**config.mk**
```make
export PLATFORM = sky130hd
export DESIGN_NAME = per_flow_sequence_dedup
export DESIGN_NICKNAME = d
export VERILOG_FILES = /design/src/pfsd_pkg.sv /design/src/pfsd_front.sv /design/src/pfsd_queue.sv /design/src/pfsd_back.sv /design/src/per_flow_sequence_dedup.sv
export SDC_FILE = /design/constraint.sdc
export NUM_CORES = 2
export LEC_CHECK = 0
export BUFFER_PORTS_ARGS = -buffer_cell sky130_fd_sc_hd__buf_2
export CAP_MARGIN = 30
export CORE_UTILIZATION = 24
export DETAILED_ROUTE_END_ITERATION = 10
export SLEW_MARGIN = 5
export SYNTH_ARGS = -nofsm -noshare
export SYNTH_HDL_FRONTEND = slang
export SYNTH_SLANG_ARGS = --single-unit
export TNS_END_PERCENT = 20
```
**constraint.sdc**
```tcl
create_clock -name clk_i -period 12.1 [get_ports clk_i]
set_input_delay 1.815 -clock clk_i [delete_from_list [all_inputs] [get_ports clk_i]]
set_output_delay 1.815 -clock clk_i [all_outputs]
set_load 0.03 [all_outputs]
```
**src/pfsd_pkg.sv**
```systemverilog
// Shared constants, types and reason codes for the per-flow sequence dedup block.
package pfsd_pkg;

  // Number of flows the table can track (1 to 4096).
  localparam int unsigned FLOW_ENTRIES = 64;

  localparam int unsigned FlowW = 32;
  localparam int unsigned SeqW  = 16;
  localparam int unsigned HdrW  = 16;
  localparam int unsigned AdjW  = 20;
  localparam int unsigned SegW  = 8;

  // Table index and fill count widths.
  localparam int unsigned IdxW = (FLOW_ENTRIES > 1) ? $clog2(FLOW_ENTRIES) : 1;
  localparam int unsigned CntW = $clog2(FLOW_ENTRIES + 1);

  // Depth of the queue between front and back.
  localparam int unsigned QDepth = 2;
  localparam int unsigned QPtrW  = (QDepth > 1) ? $clog2(QDepth) : 1;
  localparam int unsigned QCntW  = $clog2(QDepth + 1);

  typedef enum logic [2:0] {
    DrNone    = 3'd0,
    DrNoRh    = 3'd1,
    DrNotLast = 3'd2,
    DrDup     = 3'd3,
    DrNoInner = 3'd4,
    DrFull    = 3'd5
  } drop_reason_e;

  // One classified word as it travels from the front to the back.
  typedef struct packed {
    drop_reason_e          reason;
    logic [FlowW-1:0]      flow_id;
    logic [SeqW-1:0]       seq_num;
    logic [HdrW-1:0]       header_bytes;
    logic [AdjW-1:0]       next_hop_adj;
  } pfsd_item_t;

endpackage

```
**src/pfsd_front.sv**
```systemverilog
// Front part: accepts descriptor words and applies the early drop checks.
module pfsd_front import pfsd_pkg::*; (
  input  logic              in_valid_i,
  output logic              in_stall_o,
  input  logic              has_routing_header_i,
  input  logic [SegW-1:0]   segments_left_i,
  input  logic              inner_is_ipv6_i,
  input  logic [FlowW-1:0]  flow_id_i,
  input  logic [SeqW-1:0]   seq_num_i,
  input  logic [HdrW-1:0]   header_bytes_i,
  input  logic [AdjW-1:0]   next_hop_adj_i,
  input  logic              q_full_i,
  output logic              q_push_o,
  output pfsd_item_t        q_item_o
);

  drop_reason_e reason;

  // The checks run in a fixed order; segments left only matters with a header.
  always_comb begin
    if (has_routing_header_i && (segments_left_i != '0)) begin
      reason = DrNotLast;
    end else if (!inner_is_ipv6_i) begin
      reason = DrNoInner;
    end else if (!has_routing_header_i) begin
      reason = DrNoRh;
    end else begin
      reason = DrNone;
    end
  end

  assign in_stall_o = q_full_i;
  assign q_push_o   = in_valid_i && !q_full_i;

  always_comb begin
    q_item_o.reason       = reason;
    q_item_o.flow_id      = flow_id_i;
    q_item_o.seq_num      = seq_num_i;
    q_item_o.header_bytes = header_bytes_i;
    q_item_o.next_hop_adj = next_hop_adj_i;
  end

endmodule

```
**src/pfsd_queue.sv**
```systemverilog
// Short FIFO that decouples the front from the table walk in the back.
module pfsd_queue import pfsd_pkg::*; (
  input  logic        clk_i,
  input  logic        rst_ni,
  input  logic        push_i,
  input  pfsd_item_t  item_i,
  output logic        full_o,
  input  logic        pop_i,
  output logic        valid_o,
  output pfsd_item_t  item_o
);

  pfsd_item_t        slot_q [QDepth];
  logic [QPtrW-1:0]  wr_ptr_q, wr_ptr_d;
  logic [QPtrW-1:0]  rd_ptr_q, rd_ptr_d;
  logic [QCntW-1:0]  cnt_q, cnt_d;
  logic              do_push, do_pop;

  assign full_o  = (cnt_q == QCntW'(QDepth));
  assign valid_o = (cnt_q != '0);
  assign item_o  = slot_q[rd_ptr_q];
  assign do_push = push_i && !full_o;
  assign do_pop  = pop_i && valid_o;

  always_comb begin
    wr_ptr_d = wr_ptr_q;
    rd_ptr_d = rd_ptr_q;
    cnt_d    = cnt_q;
    if (do_push) begin
      wr_ptr_d = (wr_ptr_q == QPtrW'(QDepth - 1)) ? '0 : wr_ptr_q + 1'b1;
    end
    if (do_pop) begin
      rd_ptr_d = (rd_ptr_q == QPtrW'(QDepth - 1)) ? '0 : rd_ptr_q + 1'b1;
    end
    if (do_push && !do_pop) begin
      cnt_d = cnt_q + 1'b1;
    end else if (do_pop && !do_push) begin
      cnt_d = cnt_q - 1'b1;
    end
  end

  always_ff @(posedge clk_i or negedge rst_ni) begin
    if (!rst_ni) begin
      wr_ptr_q <= '0;
      rd_ptr_q <= '0;
      cnt_q    <= '0;
    end else begin
      wr_ptr_q <= wr_ptr_d;
      rd_ptr_q <= rd_ptr_d;
      cnt_q    <= cnt_d;
    end
  end

  always_ff @(posedge clk_i) begin
    if (do_push) begin
      slot_q[wr_ptr_q] <= item_i;
    end
  end

endmodule

```
**src/pfsd_back.sv**
```systemverilog
// Back part: walks the flow table, updates it and registers the result word.
module pfsd_back import pfsd_pkg::*; (
  input  logic              clk_i,
  input  logic              rst_ni,
  input  logic              q_valid_i,
  input  pfsd_item_t        q_item_i,
  output logic              q_pop_o,
  output logic              out_valid_o,
  input  logic              out_stall_i,
  output logic              forward_o,
  output logic [2:0]        drop_reason_o,
  output logic [HdrW-1:0]   strip_bytes_o,
  output logic [AdjW-1:0]   next_hop_out_o
);

  typedef enum logic [1:0] {
    S_IDLE,
    S_READ,
    S_CMP,
    S_DONE
  } state_e;

  state_e                     state_q;
  pfsd_item_t                 item_q;
  drop_reason_e               res_reason_q;
  logic [IdxW-1:0]            idx_q;
  logic [CntW-1:0]            count_q;

  logic                       out_valid_q;
  drop_reason_e               out_reason_q;
  logic [HdrW-1:0]            out_strip_q;
  logic [AdjW-1:0]            out_nh_q;

  // Flow table: flow id in the upper bits, last sequence number below.
  // Entries fill from index zero and are never freed, so the fill count
  // stands in for the valid bits and also names the lowest free entry.
  logic [FlowW+SeqW-1:0]      mem_q [FLOW_ENTRIES];
  logic [FlowW+SeqW-1:0]      mem_rdata_q;
  logic                       mem_we;
  logic [IdxW-1:0]            mem_waddr;

  logic [FlowW-1:0]           rd_flow;
  logic [SeqW-1:0]            rd_seq;
  logic                       out_free;
  logic                       is_hit;
  logic                       is_dup;
  logic                       is_last;
  logic                       is_miss;
  logic                       is_full;

  assign rd_flow  = mem_rdata_q[FlowW+SeqW-1:SeqW];
  assign rd_seq   = mem_rdata_q[SeqW-1:0];
  assign out_free = !out_valid_q || !out_stall_i;
  assign q_pop_o  = (state_q == S_IDLE) && q_valid_i;

  assign is_hit  = (state_q == S_CMP) && (rd_flow == item_q.flow_id);
  assign is_dup  = item_q.seq_num <= rd_seq;
  assign is_last = (CntW'(idx_q) + 1'b1) == count_q;
  assign is_miss = ((state_q == S_READ) && (count_q == '0)) ||
                   ((state_q == S_CMP) && !is_hit && is_last);
  assign is_full = (count_q == CntW'(FLOW_ENTRIES));

  always_comb begin
    mem_we    = 1'b0;
    mem_waddr = count_q[IdxW-1:0];
    if (is_hit) begin
      mem_we    = !is_dup;
      mem_waddr = idx_q;
    end else if (is_miss) begin
      mem_we    = !is_full;
    end
  end

  always_ff @(posedge clk_i) begin
    if (mem_we) begin
      mem_q[mem_waddr] <= {item_q.flow_id, item_q.seq_num};
    end
    mem_rdata_q <= mem_q[idx_q];
  end

  always_ff @(posedge clk_i or negedge rst_ni) begin
    if (!rst_ni) begin
      state_q      <= S_IDLE;
      item_q       <= '0;
      res_reason_q <= DrNone;
      idx_q        <= '0;
      count_q      <= '0;
      out_valid_q  <= 1'b0;
      out_reason_q <= DrNone;
      out_strip_q  <= '0;
      out_nh_q     <= '0;
    end else begin
      // In the done state the output register is either reloaded or still stalled.
      if (out_valid_q && !out_stall_i && (state_q != S_DONE)) begin
        out_valid_q <= 1'b0;
      end
      unique case (state_q)
        S_IDLE: begin
          if (q_valid_i) begin
            item_q       <= q_item_i;
            res_reason_q <= q_item_i.reason;
            idx_q        <= '0;
            state_q      <= (q_item_i.reason == DrNone) ? S_READ : S_DONE;
          end
        end
        S_READ: begin
          if (is_miss) begin
            res_reason_q <= DrNone;
            count_q      <= count_q + 1'b1;
            state_q      <= S_DONE;
          end else begin
            state_q <= S_CMP;
          end
        end
        S_CMP: begin
          if (is_hit) begin
            res_reason_q <= is_dup ? DrDup : DrNone;
            state_q      <= S_DONE;
          end else if (is_miss) begin
            res_reason_q <= is_full ? DrFull : DrNone;
            if (!is_full) begin
              count_q <= count_q + 1'b1;
            end
            state_q <= S_DONE;
          end else begin
            idx_q   <= idx_q + 1'b1;
            state_q <= S_READ;
          end
        end
        S_DONE: begin
          if (out_free) begin
            out_valid_q  <= 1'b1;
            out_reason_q <= res_reason_q;
            if (res_reason_q == DrNone) begin
              out_strip_q <= item_q.header_bytes;
              out_nh_q    <= item_q.next_hop_adj;
            end else begin
              out_strip_q <= '0;
              out_nh_q    <= '0;
            end
            state_q <= S_IDLE;
          end
        end
        default: state_q <= S_IDLE;
      endcase
    end
  end

  assign out_valid_o    = out_valid_q;
  assign forward_o      = (out_reason_q == DrNone);
  assign drop_reason_o  = out_reason_q;
  assign strip_bytes_o  = out_strip_q;
  assign next_hop_out_o = out_nh_q;

endmodule

```
**src/per_flow_sequence_dedup.sv**
```systemverilog
// Top level of the per-flow sequence-number duplicate elimination block.
//
//   Channel | Direction | Handshake               | Payload
//   --------+-----------+-------------------------+---------------------------------------
//   in      | input     | in_valid_i / in_stall_o | descriptor: routing header, segments,
//           |           |                         | inner IPv6, flow, seq, bytes, next hop
//   out     | output    | out_valid_o/out_stall_i | forward, drop_reason, strip_bytes,
//           |           |                         | next_hop_out
//
// An accepted word is written into a queue slot before the back pops it. A word that
// fails an early check is popped in the idle state and goes to the done state, which
// loads the output register. A word that reaches the flow table is popped, passes
// through the read and compare states for each entry read, up to and including the
// hit or every stored flow on a miss, and ends in the done state, reached straight
// from the read state while the table is still empty. The table memory has a single
// read port and is read one entry at a time. Reset is asynchronous and active low;
// it empties the queue and the table, since the fill count returns to zero. A stall
// on the output holds the result word and the back, and backs the queue up to in_stall_o.
module per_flow_sequence_dedup import pfsd_pkg::*; (
  input  logic              clk_i,
  input  logic              rst_ni,
  input  logic              in_valid_i,
  output logic              in_stall_o,
  input  logic              has_routing_header_i,
  input  logic [SegW-1:0]   segments_left_i,
  input  logic              inner_is_ipv6_i,
  input  logic [FlowW-1:0]  flow_id_i,
  input  logic [SeqW-1:0]   seq_num_i,
  input  logic [HdrW-1:0]   header_bytes_i,
  input  logic [AdjW-1:0]   next_hop_adj_i,
  output logic              out_valid_o,
  input  logic              out_stall_i,
  output logic              forward_o,
  output logic [2:0]        drop_reason_o,
  output logic [HdrW-1:0]   strip_bytes_o,
  output logic [AdjW-1:0]   next_hop_out_o
);

  // Classified words flow from the front through the queue into the back.
  logic        q_full;
  logic        q_push;
  pfsd_item_t  q_in_item;
  logic        q_valid;
  logic        q_pop;
  pfsd_item_t  q_out_item;

  // The front resolves the early drop reasons in one pass, so the table walk
  // only ever sees words that really need a lookup, plus the dropped words in
  // order so that results leave in the order the descriptors arrived.
  pfsd_front u_front (
    .in_valid_i           (in_valid_i),
    .in_stall_o           (in_stall_o),
    .has_routing_header_i (has_routing_header_i),
    .segments_left_i      (segments_left_i),
    .inner_is_ipv6_i      (inner_is_ipv6_i),
    .flow_id_i            (flow_id_i),
    .seq_num_i            (seq_num_i),
    .header_bytes_i       (header_bytes_i),
    .next_hop_adj_i       (next_hop_adj_i),
    .q_full_i             (q_full),
    .q_push_o             (q_push),
    .q_item_o             (q_in_item)
  );

  // The queue lets the front keep taking words while the back is busy walking
  // the table or waiting on a stalled output.
  pfsd_queue u_queue (
    .clk_i   (clk_i),
    .rst_ni  (rst_ni),
    .push_i  (q_push),
    .item_i  (q_in_item),
    .full_o  (q_full),
    .pop_i   (q_pop),
    .valid_o (q_valid),
    .item_o  (q_out_item)
  );

  // The back owns the flow table and the output register. It finishes one word
  // completely, table update included, before it pops the next.
  pfsd_back u_back (
    .clk_i          (clk_i),
    .rst_ni         (rst_ni),
    .q_valid_i      (q_valid),
    .q_item_i       (q_out_item),
    .q_pop_o        (q_pop),
    .out_valid_o    (out_valid_o),
    .out_stall_i    (out_stall_i),
    .forward_o      (forward_o),
    .drop_reason_o  (drop_reason_o),
    .strip_bytes_o  (strip_bytes_o),
    .next_hop_out_o (next_hop_out_o)
  );

endmodule

```
==> impl_results.md <==
- Initial antenna violation count: 25
- R2r setup slk: 5880 ps
- Most common cell after layout, fill and taps aside: edfxtp_1
- CTS tree: built
- Clock Path Buffers: 4
- CORE AREA: 541200 um2
- Routed WL: 367100 um
- EDFF count, synth: 3246
- LEAKAGE: 0.04677 uW
- Largest net degree at the start of global routing: 136
- Setup TNS: 0 ps
- DR pass1 iterations: 6
- Max layer used: met5
- Most frequent cells in the layout: edfxtp_1, mux4_2, clkbuf_16
- Vias in the first global route: 63.31k
- First-pass GRT wire length: 507000 um
- Worst Skew: 60.69 ps
- Mux cell area share after synthesis: 17.97%
- Die Area: 546900 um2
- Final ANT Viol Nets: 0
- Clk pin slew, worst setup/hold paths: 60 ps
- Grt ovf: 0
- Fin area: 153100 um2
- Final hold vios: 0
- Vias/cell: 4.723
- Hold-fix buffers at CTS: 0
- Least-Margin Pin Slew: 1267 ps
- Row count: 270
- Yosys warns: 0
- Largest family of logic cells by synthesized area: multiplexers
- Placed Area: 141900 um2
- Worst-Skew Late Latency: 910 ps
- Met3 Wirelength: 33640 um
- Unique cell type count in the Yosys netlist: 55
- RSZ-0062 raised after global routing: false
- Final Cycle Share: 51.39%
- Die width: 739.5 um
- DRC errors left: 0
- Critical Path Sink Type: register
- Drt initial violations: 8732
- CTS Sinks: 3440
- TritonCTS Buffers: 340
- Postcts setup bufs: 0
- Syn Nets: 5599
- Crit Path Category: register to register
- Compound-gate portion of the synthesized area: 1.114%
- Top FF cell, synth: edfxtp_1
- Share of cells above drive strength 1: 31.93%
- Met1 Wirelength: 151700 um
- H-tree depth: 5
- Max-Cap Viols: 0
- Arr. time, crit path: 6750 ps
- Peak supply drop: 0.1757 mV
- Status: complete, no violations
- Initial core utilization: 24.12%
- Critical Path Source Type: register
- Synth Area in Simple Gates: 1.084%
- # setup viols final: 0
- Pins over their slew limit: 0
- WL per Instance: 27.32 um
- Post-cts resize count: 0
- Total track usage: 12.96%
- Adder-Cell Fraction of Synth Area: 0.2300%
- Yosys reg bits: 3440
- Clock period minus worst slack: 6218 ps
- Register area share after synthesis: 78.20%
- Final HPWL from detailed placement: 195600 um
- Io pins: 140
- Hold Path Class: register to register
- Vias: 63.46k
- Syn Inst Count: 5477
- Synthesized area per cell: 23.84 um2
- Synthesized area: 130500 um2
- Crit path max fanout: 66
- Synth async-reset ratio: 4.244%
- Pwr Density: 209.8 nW/um2
- Die Height: 739.5 um
- WP data required: 12630 ps
- Layout Area Growth over Synthesis: 17.24%
- Hold depth: 1
- Routed wl met2: 170200 um
- R2R cell count: 12
- Post-Synth XOR/XNOR Area: 0.3287%
- Clock root buffer: clkbuf_16
- Worst slew margin: 15.56%
- I/O Buffers: 139
- Routability cong.: 0.8202
- Max Clk Rate: 0.1608 GHz
- Nets@finish: 6062
report_power, final:
group	leakage [uW]	total, uW	internal (uW)	switching [uW]
Clock	0.00531	10500	6000	4450
Sequential	0.0317	15300	15000	326
Combinational	0.00980	6330	2360	3980
through the flow:
step	worst slack (ps)	cells	total power (uW)	hold slack, ps	utilization, %
2_1_floorplan	5412	5477	19670	450.7	-
5_1_grt	5686	13428	33170	496.0	28.28
6_report	5882	13438	32120	469.0	28.28
4_1_cts	5939	13416	32260	478.6	28.24
3_5_place_dp	5950	12797	21900	472.0	26.22
3_3_place_gp	5621	12770	21640	462.9	26.10
routing by layer:
layer | vias to the layer above | global-route usage (%)
met5 | - | 0
met4 | 10 | 3.915
met3 | 613 | 2.261
met2 | 3367 | 20.41
met1 | 35086 | 18.30
li1 | 24387 | -
path summary, 6_finish.rpt:
kind / end / startpoint
max: u_back.mem_q[51][33] / u_back.item_q[56]
min: u_back.next_hop_out_o[9] / u_back.item_q[9]
max reg2reg: u_back.mem_q[51][33] / u_back.item_q[56]
max in group asynchronous: u_back.item_q[57] / rst_ni
min in group asynchronous: u_back.item_q[7] / rst_ni
min reg2reg: u_back.next_hop_out_o[9] / u_back.item_q[9]
synthesized netlist by cell type, drive strengths merged, types with 7 or more instances:
| cell | instances | area [um2] |
|---|---|---|
| edfxtp | 3246 | 97470 |
| mux4 | 970 | 21850 |
| buf | 152 | 767.0 |
| dfrtp | 146 | 3654 |
| clkbuf | 143 | 538.0 |
| mux2i | 136 | 1361 |
| nand2 | 122 | 457.9 |
| o21ai | 108 | 540.5 |
| nor3 | 71 | 355.3 |
| dfxtp | 48 | 960.9 |
| xnor2 | 41 | 359.1 |
| a22o | 36 | 315.3 |
| inv | 27 | 101.4 |
| ha | 24 | 300.3 |
| mux2 | 22 | 247.7 |
| a21oi | 17 | 85.08 |
| nor2 | 17 | 63.81 |
| nand4 | 16 | 100.1 |
| a221oi | 15 | 131.4 |
| nor2b | 14 | 87.58 |
| nand2b | 12 | 75.07 |
| nand3 | 11 | 67.57 |
| a21o | 10 | 75.07 |
| nor4 | 10 | 62.56 |
| a221o | 9 | 90.09 |
| xor2 | 8 | 70.07 |
| a22oi | 7 | 52.55 |
critical path, stage by stage, from the launching register on:
cell and delay, ps:
dfrtp_2 380, buf_4 300, xnor2_1 490, nand4_1 360
nor4_1 630, buf_4 230, nand3_1 560, mux2_2 460
o31ai_4 70, buf_4 410, nor3_2 860, buf_4 570
buf_4 450
flip-flops by register name, indices dropped and copies added, names as in the netlist, 3 cells and up:
signal,flops
u_back.strip_bytes_o,16
u_back.res_reason_q,3
u_back.mem_rdata_q,48
u_back.item_q,84
u_queue.slot_q,174
u_back.mem_q,3072
u_back.idx_q,6
u_back.drop_reason_o,3
u_back.next_hop_out_o,20
u_back.count_q,7
area by class of cell:
cell class	instances	area (um2)
Timing Repair Buffer	416	3437
Antenna cell	13	32.53
Multi-Input combinational cell	1715	27410
Sequential cell	3440	102100
Inverter	27	101.3
Tap cell	7208	9019
Clock buffer	465	9395
Clock inverter	154	1525
Fill cell	52397	388100
cells by family after synthesis:
family / count (synthesis)
flip-flops: 3440
buffers and inverters: 322
AO/OA/AOI/OAI: 220
XOR/XNOR: 49
adder cells (fa/ha/maj): 24
AND/OR/NAND/NOR: 294
multiplexers: 1128
Note: power is estimated with default switching activity, not from simulation.
